<file path="config.mk">
export PLATFORM = sky130hd
export DESIGN_NAME = double_ended_queue
export DESIGN_NICKNAME = d
export VERILOG_FILES = /design/src/hw/rtl/deq_pkg.sv /design/src/hw/rtl/double_ended_queue.sv /design/src/hw/rtl/deq_mem.sv /design/src/hw/rtl/deq_ctrl.sv
export SDC_FILE = /design/constraint.sdc
export NUM_CORES = 1
export LEC_CHECK = 0
export ABC_CLOCK_PERIOD_IN_PS = 14490
export BUFFER_PORTS_ARGS = -buffer_cell sky130_fd_sc_hd__buf_2
export CAP_MARGIN = 20
export CELL_PAD_IN_SITES_DETAIL_PLACEMENT = 0
export CELL_PAD_IN_SITES_GLOBAL_PLACEMENT = 1
export CORE_MARGIN = 4
export CORE_UTILIZATION = 56
export CTS_CLUSTER_DIAMETER = 60
export CTS_CLUSTER_SIZE = 25
export DETAILED_ROUTE_END_ITERATION = 10
export HOLD_SLACK_MARGIN = 0.06
export PLACE_DENSITY = 0.81
export REMOVE_ABC_BUFFERS = 1
export SYNTH_ARGS = -nofsm -noshare
export SYNTH_HDL_FRONTEND = slang
export SYNTH_SLANG_ARGS = --single-unit
</file>
<file path="constraint.sdc">
create_clock -name clk -period 14.49 [get_ports clk]
set_input_delay 2.898 -clock clk [delete_from_list [all_inputs] [get_ports clk]]
set_output_delay 2.898 -clock clk [all_outputs]
set_load 0.02 [all_outputs]
</file>
<file path="src/hw/rtl/deq_pkg.sv">
// deque package: operation and status codes, fixed field widths, result struct
// no dependencies
`timescale 1ns / 1ps

package deq_pkg;

  localparam int FUNC_W   = 2;
  localparam int DATA_W   = 32;
  localparam int STATUS_W = 2;

  localparam logic [FUNC_W-1:0] OP_PUSH_FRONT = 2'd0;
  localparam logic [FUNC_W-1:0] OP_PUSH_REAR  = 2'd1;
  localparam logic [FUNC_W-1:0] OP_POP_FRONT  = 2'd2;
  localparam logic [FUNC_W-1:0] OP_POP_REAR   = 2'd3;

  localparam logic [STATUS_W-1:0] ST_DONE      = 2'd0;
  localparam logic [STATUS_W-1:0] ST_UNDERFLOW = 2'd1;
  localparam logic [STATUS_W-1:0] ST_OVERFLOW  = 2'd2;

  typedef struct packed {
    logic                valid;
    logic [STATUS_W-1:0] status;
    logic                is_empty;
    logic                is_full;
    logic                pop_ok;
  } deq_res_t;

endpackage

</file>
<file path="src/hw/rtl/double_ended_queue.sv">
// double-ended queue top level: control plus entry ram
// depends on deq_pkg, deq_ctrl, deq_mem
`timescale 1ns / 1ps

// Double-ended queue of WORD_WIDTH-bit words in a ring of DEPTH entries.
// Request channel: drive in_func and in_data_in with start high; the request
// is taken at an edge where start is high and busy is low. in_func selects
// push front, push rear, pop front or pop rear; in_data_in is ignored on pops.
// Result channel: out_valid is high for exactly one cycle per request, registered
// at the edge that ends the busy cycle, carrying out_data_out (popped word, else
// zero), out_status (done, underflow, overflow) and the empty/full flags
// after the operation. The receiver has no way to hold a result back.
// A new request is taken only once busy is low again. The edge after acceptance
// does the ram access and the index update and registers the result beside the
// ram's registered read; busy is high for a single cycle, up to that edge.
// A pop of an empty deque and a push to a full one change nothing.
// Reset (rst_n low, synchronous) empties the deque and drops any request in
// flight; ram contents are left as they are and never read before written.

module double_ended_queue
  import deq_pkg::*;
#(
  parameter int DEPTH      = 16,
  parameter int WORD_WIDTH = 32
) (
  input  logic                clk,
  input  logic                rst_n,
  input  logic                start,
  output logic                busy,
  input  logic [FUNC_W-1:0]   in_func,
  input  logic [DATA_W-1:0]   in_data_in,
  output logic                out_valid,
  output logic [DATA_W-1:0]   out_data_out,
  output logic [STATUS_W-1:0] out_status,
  output logic                out_is_empty,
  output logic                out_is_full
);

  localparam int IW = $clog2(DEPTH);

  logic                  mem_we, mem_re;
  logic [IW-1:0]         mem_addr;
  logic [WORD_WIDTH-1:0] mem_wdata, mem_rdata;
  logic [63:0]           rdata_ext;
  deq_res_t              res;

  deq_ctrl #(
    .DEPTH      (DEPTH),
    .WORD_WIDTH (WORD_WIDTH)
  ) u_ctrl (
    .clk        (clk),
    .rst_n      (rst_n),
    .start      (start),
    .in_func    (in_func),
    .in_data_in (in_data_in),
    .busy       (busy),
    .mem_we     (mem_we),
    .mem_re     (mem_re),
    .mem_addr   (mem_addr),
    .mem_wdata  (mem_wdata),
    .res        (res)
  );

  deq_mem #(
    .DEPTH      (DEPTH),
    .WORD_WIDTH (WORD_WIDTH)
  ) u_mem (
    .clk   (clk),
    .we    (mem_we),
    .re    (mem_re),
    .addr  (mem_addr),
    .wdata (mem_wdata),
    .rdata (mem_rdata)
  );

  assign rdata_ext    = 64'(mem_rdata);
  assign out_valid    = res.valid;
  assign out_data_out = res.pop_ok ? rdata_ext[DATA_W-1:0] : '0;
  assign out_status   = res.status;
  assign out_is_empty = res.is_empty;
  assign out_is_full  = res.is_full;

endmodule

</file>
<file path="src/hw/rtl/deq_mem.sv">
// deque entry store: single-port synchronous ram with registered read
// depends on nothing but its parameters
`timescale 1ns / 1ps

module deq_mem #(
  parameter int DEPTH      = 16,
  parameter int WORD_WIDTH = 32
) (
  input  logic                     clk,
  input  logic                     we,
  input  logic                     re,
  input  logic [$clog2(DEPTH)-1:0] addr,
  input  logic [WORD_WIDTH-1:0]    wdata,
  output logic [WORD_WIDTH-1:0]    rdata
);

  logic [WORD_WIDTH-1:0] mem [DEPTH];
  logic [WORD_WIDTH-1:0] rdata_r;

  always_ff @(posedge clk) begin
    if (we) begin
      mem[addr] <= wdata;
    end
    if (re) begin
      rdata_r <= mem[addr];
    end
  end

  assign rdata = rdata_r;

endmodule

</file>
<file path="src/hw/rtl/deq_ctrl.sv">
// deque control: request register, front index and count, ring address math
// depends on deq_pkg; drives deq_mem
`timescale 1ns / 1ps

module deq_ctrl
  import deq_pkg::*;
#(
  parameter int DEPTH      = 16,
  parameter int WORD_WIDTH = 32
) (
  input  logic                       clk,
  input  logic                       rst_n,
  input  logic                       start,
  input  logic [FUNC_W-1:0]          in_func,
  input  logic [DATA_W-1:0]          in_data_in,
  output logic                       busy,
  output logic                       mem_we,
  output logic                       mem_re,
  output logic [$clog2(DEPTH)-1:0]   mem_addr,
  output logic [WORD_WIDTH-1:0]      mem_wdata,
  output deq_res_t                   res
);

  localparam int IW = $clog2(DEPTH);
  localparam int CW = $clog2(DEPTH + 1);
  localparam int SW = CW + 1;

  localparam logic [IW-1:0] IDX_LAST  = IW'(DEPTH - 1);
  localparam logic [CW-1:0] CNT_FULL  = CW'(DEPTH);
  localparam logic [SW-1:0] SUM_DEPTH = SW'(DEPTH);

  logic                busy_r;
  logic [FUNC_W-1:0]   func_r;
  logic [DATA_W-1:0]   data_r;
  logic [IW-1:0]       front_r, front_nxt;
  logic [CW-1:0]       count_r, count_nxt;
  deq_res_t            res_r, res_nxt;

  logic                accept;
  logic [IW-1:0]       front_dec, front_inc, rear_pos;
  logic [CW-1:0]       rear_off;
  logic [SW-1:0]       rear_sum;
  logic [63:0]         data_ext;
  logic                is_full, is_empty;

  assign accept = start & ~busy_r;

  assign front_dec = (front_r == '0) ? IDX_LAST : front_r - 1'b1;
  assign front_inc = (front_r == IDX_LAST) ? '0 : front_r + 1'b1;

  // rear push lands one past the last entry, rear pop takes the last entry
  assign rear_off = (func_r == OP_PUSH_REAR) ? count_r : count_r - 1'b1;
  assign rear_sum = SW'(front_r) + SW'(rear_off);
  assign rear_pos = (rear_sum >= SUM_DEPTH) ? IW'(rear_sum - SUM_DEPTH) : IW'(rear_sum);

  assign is_full  = (count_r == CNT_FULL);
  assign is_empty = (count_r == '0);

  assign data_ext  = 64'(data_r);
  assign mem_wdata = data_ext[WORD_WIDTH-1:0];

  always_comb begin
    front_nxt       = front_r;
    count_nxt       = count_r;
    mem_we          = 1'b0;
    mem_re          = 1'b0;
    mem_addr        = front_r;
    res_nxt.valid   = busy_r;
    res_nxt.status  = ST_DONE;
    res_nxt.pop_ok  = 1'b0;
    unique case (func_r)
      OP_PUSH_FRONT: begin
        mem_addr = front_dec;
        if (is_full) begin
          res_nxt.status = ST_OVERFLOW;
        end else begin
          mem_we    = busy_r;
          front_nxt = front_dec;
          count_nxt = count_r + 1'b1;
        end
      end
      OP_PUSH_REAR: begin
        mem_addr = rear_pos;
        if (is_full) begin
          res_nxt.status = ST_OVERFLOW;
        end else begin
          mem_we    = busy_r;
          count_nxt = count_r + 1'b1;
        end
      end
      OP_POP_FRONT: begin
        mem_addr = front_r;
        if (is_empty) begin
          res_nxt.status = ST_UNDERFLOW;
        end else begin
          mem_re         = busy_r;
          res_nxt.pop_ok = 1'b1;
          front_nxt      = front_inc;
          count_nxt      = count_r - 1'b1;
        end
      end
      OP_POP_REAR: begin
        mem_addr = rear_pos;
        if (is_empty) begin
          res_nxt.status = ST_UNDERFLOW;
        end else begin
          mem_re         = busy_r;
          res_nxt.pop_ok = 1'b1;
          count_nxt      = count_r - 1'b1;
        end
      end
      default: begin
        mem_addr = front_r;
      end
    endcase
    res_nxt.is_empty = (count_nxt == '0);
    res_nxt.is_full  = (count_nxt == CNT_FULL);
  end

  always_ff @(posedge clk) begin
    if (!rst_n) begin
      busy_r  <= 1'b0;
      front_r <= '0;
      count_r <= '0;
      res_r   <= '0;
    end else begin
      busy_r <= accept;
      res_r  <= res_nxt;
      if (busy_r) begin
        front_r <= front_nxt;
        count_r <= count_nxt;
      end
    end
  end

  always_ff @(posedge clk) begin
    if (accept) begin
      func_r <= in_func;
      data_r <= in_data_in;
    end
  end

  assign busy = busy_r;
  assign res  = res_r;

endmodule

</file>
# After elaboration in Yosys (flattened, before gate mapping)
# Memories as Yosys holds them, arrays and structs flattened. A register that Yosys moved wholly into a read port is not among the register bits.
# Cells that the tools add are included.
# word_totals
ff_bits	50
input_bits	37
mem_count	1
elab_cells	60
mem_bits_rw	512
# mem_list
name	depth	word_bits	rd	rd_clocked_by_memory_dff	write_ports	line	source
u_mem.mem	16	32	1	1	1	deq_mem.sv:17	logic [WORD_WIDTH-1:0] mem [DEPTH];
# op_classes
addsub	6
n_bitwise	2
order_cmp	1
mux	22
eq_ne	8
n_reduce_logical	10
# ops
cell	n
32-bit two-way mux	1
4-bit two-way mux	5
5-bit two-way mux	3
4-bit case mux with 3 select lines	1
5-bit equality test (second input constant)	2
5-bit logical NOT	2
5-bit case mux with 2 select lines	1
1-bit two-way mux	8
4-bit case mux with 2 select lines	1
4-bit by 1-bit subtractor with 4-bit output (second input constant)	2
4-bit by 5-bit adder with 6-bit output	1
6-bit by 5-bit greater-or-equal comparator with 1-bit output (second input constant)	1
2-bit OR reduction	3
5-bit by 1-bit adder with 5-bit output (second input constant)	1
5-bit by 1-bit subtractor with 5-bit output (second input constant)	1
4-bit by 1-bit adder with 4-bit output (second input constant)	1
2-bit equality test (second input constant)	2
4-bit equality test (second input constant)	1
4-bit logical NOT	1
2-bit != test (second input constant)	2
2-bit case mux with 2 select lines	1
4-bit AND reduction	1
2-bit by 1-bit equality test with 1-bit output (second input constant)	1
2-bit logical NOT	1
other kinds (5)	5

# Depth between registers and ports, before layout
# logic_depth
depth_word	6
mapped_depth	17
depth_no_buf	13

# Modules after synthesis
# From an unflattened synthesis, not the netlist that was laid out.
# hier_totals
hier_cells	1065
hier_area_um2	22791.9
# modules_own_cells
mod	n_inst	seq_area_each_um2	cells_each	area_each_um2
deq_mem	1	16335.7	840	20183.1
deq_ctrl	1	1341.3	190	2353.5
double_ended_queue	1	0.0	35	255.2

# Least setup slack after synthesis
# OpenSTA, ideal clock, no wires.
# synth_timing
path_kind	register -> register
start	register u_ctrl.func_r[0]
end	memory u_mem.mem[0][0], enable pin
stages_incl_launch_ff	14
setup_time_ns	0.461
required_time_ns	14.029
arrival_time_ns	4.854
setup_slack_ns	9.175
synth_period_minus_slack_ns	5.315
cell_sequence	edfxtp_1 > clkbuf_1 > nand2_1 > xnor2_1 > ha_1 > inv_1 > fa_1 > nor2b_1 > a31o_2 > clkbuf_1 > clkbuf_1 > nor2_1 > nand2_1 > nor3_1
# synth_between
elab_chain_cells	6
elab_cells_between_ends	15
# synth_lines
item	line	source
start, declared	deq_ctrl.sv:33	logic [FUNC_W-1:0] func_r;
start signal, assigned	deq_ctrl.sv:138	func_r <= in_func;
2-bit by 1-bit equality test with 1-bit output	deq_ctrl.sv:52, deq_ctrl.sv:71	
5-bit two-way mux	deq_ctrl.sv:52	assign rear_off = (func_r == OP_PUSH_REAR) ? count_r : count_r - 1'b1;
4-bit by 5-bit adder with 6-bit output	deq_ctrl.sv:53	assign rear_sum = SW'(front_r) + SW'(rear_off);
6-bit by 5-bit greater-or-equal comparator with 1-bit output / 4-bit by 1-bit subtractor with 4-bit output (equally long branches)	deq_ctrl.sv:54	assign rear_pos = (rear_sum >= SUM_DEPTH) ? IW'(rear_sum - SUM_DEPTH) : IW'(rear_sum);
4-bit two-way mux	deq_ctrl.sv:54	
4-bit case mux with 3 select lines	deq_ctrl.sv:71	unique case (func_r)
end, declared	deq_mem.sv:17	
# Several ways; a longest one is shown, not always the timed one.

# Final worst setup path
# layout_timing
start	register u_ctrl.func_r[1]
end	memory u_mem.mem[14][27], enable pin
# Same word-level chain as after synthesis.

==> results.yml <==
outcome:
  status: "complete, no violations"
yosys:
  yosysWarnings: 0
  synth_edf_count: 578
  yosysMostFrequentCell: "edfxtp_1"
  synthFlopType: "edfxtp_1"
  synth-async-reset-ratio_pct: 0
  yosysTopAreaCellShare_pct: 73.54
  synth.area.top_cells: "edfxtp_1 74%, nor2_1 4.5%, nand3_1 4.2%, nand2_1 3.4%, o211ai_1 3.1%"
  syn-cell-area_sq_um: 23600
  synth_top_cell_by_area: "edfxtp_1"
  synth_seq_cells: 594
  syn_avg_cell_area_sq_um: 13.58
  syn_inst: 1738
  synthTopCellsByCount: "578 x edfxtp_1, 286 x nor2_1, 211 x nand2_1"
  synth_cell_types: 48
  yosysSeqAreaShare_pct: 74.89
setup_path:
  worstSetupPathType: "flop to flop"
  crit_slowest_cell: "edfxtp_1"
  cp-end-kind: "flop"
  cp.arrival_ns: 6.01
  cp_cell_sequence: "clkinv_1 > nand2_1 > nand2_1 > o21a_1 > ha_1 > a21o_1 > a21oi_1 > xnor2_1 > mux2i_4 > buf_4 > buf_4 > nand2_1 > nor2_4 > buf_4"
  required_ns: 14.75
  worstSetupStartpoint: "u_ctrl.func_r[1]"
  cpPeakStageDelay_ns: 0.77
  cp_max_fo: 60
  crit_family: "buffers and inverters"
  regToRegStartpoint: "u_ctrl.func_r[1]"
  startpoint_type: "flop"
  worst-path-buf-inv: 4
clock_tree:
  cts_buffers: 36
  clock-sinks: 594
  cts_tree: "yes"
  clock_latency_ns: 0.57
  post_cts_resized: 0
  cts_buffer_depth: 3
  ctsHoldBuffers: 0
  cts-root-buf: "clkbuf_16"
  postCtsSetupBuffers: 0
  clk_pin_slew_ns: 0.09
  htreeDepth: 2
die:
  initial_core_util_pct: 57.16
  die_width_microns: 213.3
  core_area_sq_um: 41290
  fp.dieArea_sq_um: 45500
  ios: 75
  fp-row-count: 74
  dieHeight_microns: 213.3
timing:
  fin_setup_tns_ns: 0
  finalHoldViolCount: 0
  setup_viol: 0
  report.final.slew_viol_count: 0
  holdWs_ns: 0.6317
  finalCritPeriodShare_pct: 39.71
  fin_skew_ns: 0.01896
  worst_pin_slew_ns: 1.211
  rsz0062_at_grt: "false"
  slew-limit-headroom_pct: 19.29
  max_clock_freq_ghz: 0.1738
  post-route-min-period_ns: 5.753
placed_design:
  dpl.hpwl_microns: 28100
  placed_cells: 2262
  globalplace.congestion: 0.7987
  placed_cell_area_sq_um: 24600
  io_buffers: 74
route:
  vias: 13790
  wl_per_cell_microns: 22.52
  wl_microns: 52410
  drt-pass1-iter-count: 5
  ant_nets: 0
  drt_iter0_markers: 1373
  avgViaCountPerCell: 5.928
  route.detailed.drc: 0
layout:
  filler_cell_count: 3116
  synthToLayoutAreaGrowth_pct: 9.579
  finalNonFillerCells: 2327
  final_area_sq_um: 25860
  final_nets: 1815
  diodes: 0
  layout-drive-gt1-share_pct: 10.64
global_route:
  grt-ovfl-total: 0
  antenna_found_initial: 0
  grt_start_max_net_pins: 227
  grt_usage_pct: 23.30
  grt_pass1_vias: 13580
  grt_pass1_wl_microns: 80130
min_path:
  hp-start: "u_ctrl.front_r[1]"
  hold_class: "flop to flop"
power:
  leakage_nw: 8.537
  vdd_drop_max_uv: 151.2
  power.density_nw_per_um2: 138.6
run:
  drv_cap: 0
## stage by stage
stage | util (%) | setup slack (ns) | total power, mW
global placement | 59.48 | 8.906 | 2.491
detailed placement | 59.58 | 8.824 | 2.499
global route | 62.63 | 8.350 | 3.732
floorplan | - | 0.01067 | 2.372
finish | 62.63 | 8.737 | 3.585
CTS | 62.57 | 8.811 | 3.610
## cell type report
| cell class | count | area [sq um] | area share (%) |
|---|---|---|---|
| sequential | 594 | 17680 | 68.35 |
| multi-input combinational | 1021 | 5590 | 21.61 |
| clock buffer | 39 | 933.4 | 3.609 |
| tap | 532 | 665.6 | 2.574 |
| timing repair buffer | 104 | 653.1 | 2.525 |
| clock inverter | 25 | 299.0 | 1.156 |
| inverter | 12 | 45.04 | 0.1742 |
## power breakdown
group	switching (mW)	internal [mW]
sequential	0.0318	1.92
combinational	0.343	0.165
clock	0.580	0.546
## worst min-delay path: cells and delay by family (launching register included)
family           cells  cell delay, ns
flip-flops           1            0.39
AND/OR/NAND/NOR      1            0.05
multiplexers         1            0.15
## cell families after synthesis
group / count (synthesis) / synth area share, %
AO/OA/AOI/OAI: 206 / 6.536
adder cells (fa/ha/maj): 9 / 0.5089
multiplexers: 38 / 1.633
AND/OR/NAND/NOR: 760 / 13.86
buffers and inverters: 123 / 2.269
flip-flops: 594 / 74.89
XOR/XNOR: 8 / 0.2969
## path summary, 6_finish.rpt
check / slack, ns / end / cells past startpoint
worst max register to register: 8.74 / u_mem.mem[14][27] / 14
worst max-delay path: 8.74 / u_mem.mem[14][27] / 14
worst min-delay path: 0.63 / u_ctrl.front_r[1] / 2
worst min register to register: 0.63 / u_ctrl.front_r[1] / 2
## per-layer routing
| layer | share of wire, % | GRT usage (%) | vias up |
|---|---|---|---|
| met1 | 43 | 33.31 | 6877 |
| met5 | 0 | 0 | - |
| met3 | 5.6 | 3.247 | 63 |
| met4 | 2.2 | 6.687 | 0 |
| li1 | - | - | 6443 |
| met2 | 49 | 38.19 | 411 |
## layout by cell type, fill, tap and decap left out, types with 32 or more instances in the layout
master / count
and2_1: 34
buf_2: 74
clkbuf_16: 37
edfxtp_1: 578
mux2i_1: 36
nand2_1: 211
nand3_1: 198
nor2_1: 272
o2111a_1: 32
o211ai_1: 98
## state kept, by name, summed over array words and instances (netlist names)
signal	cells
u_ctrl.busy	1
u_ctrl.count_r	5
u_ctrl.front_r	4
u_ctrl.func_r	2
u_ctrl.mem_wdata	32
u_ctrl.res	6
u_mem.mem	512
u_mem.rdata	32
Power figures use the tool's default switching activity.
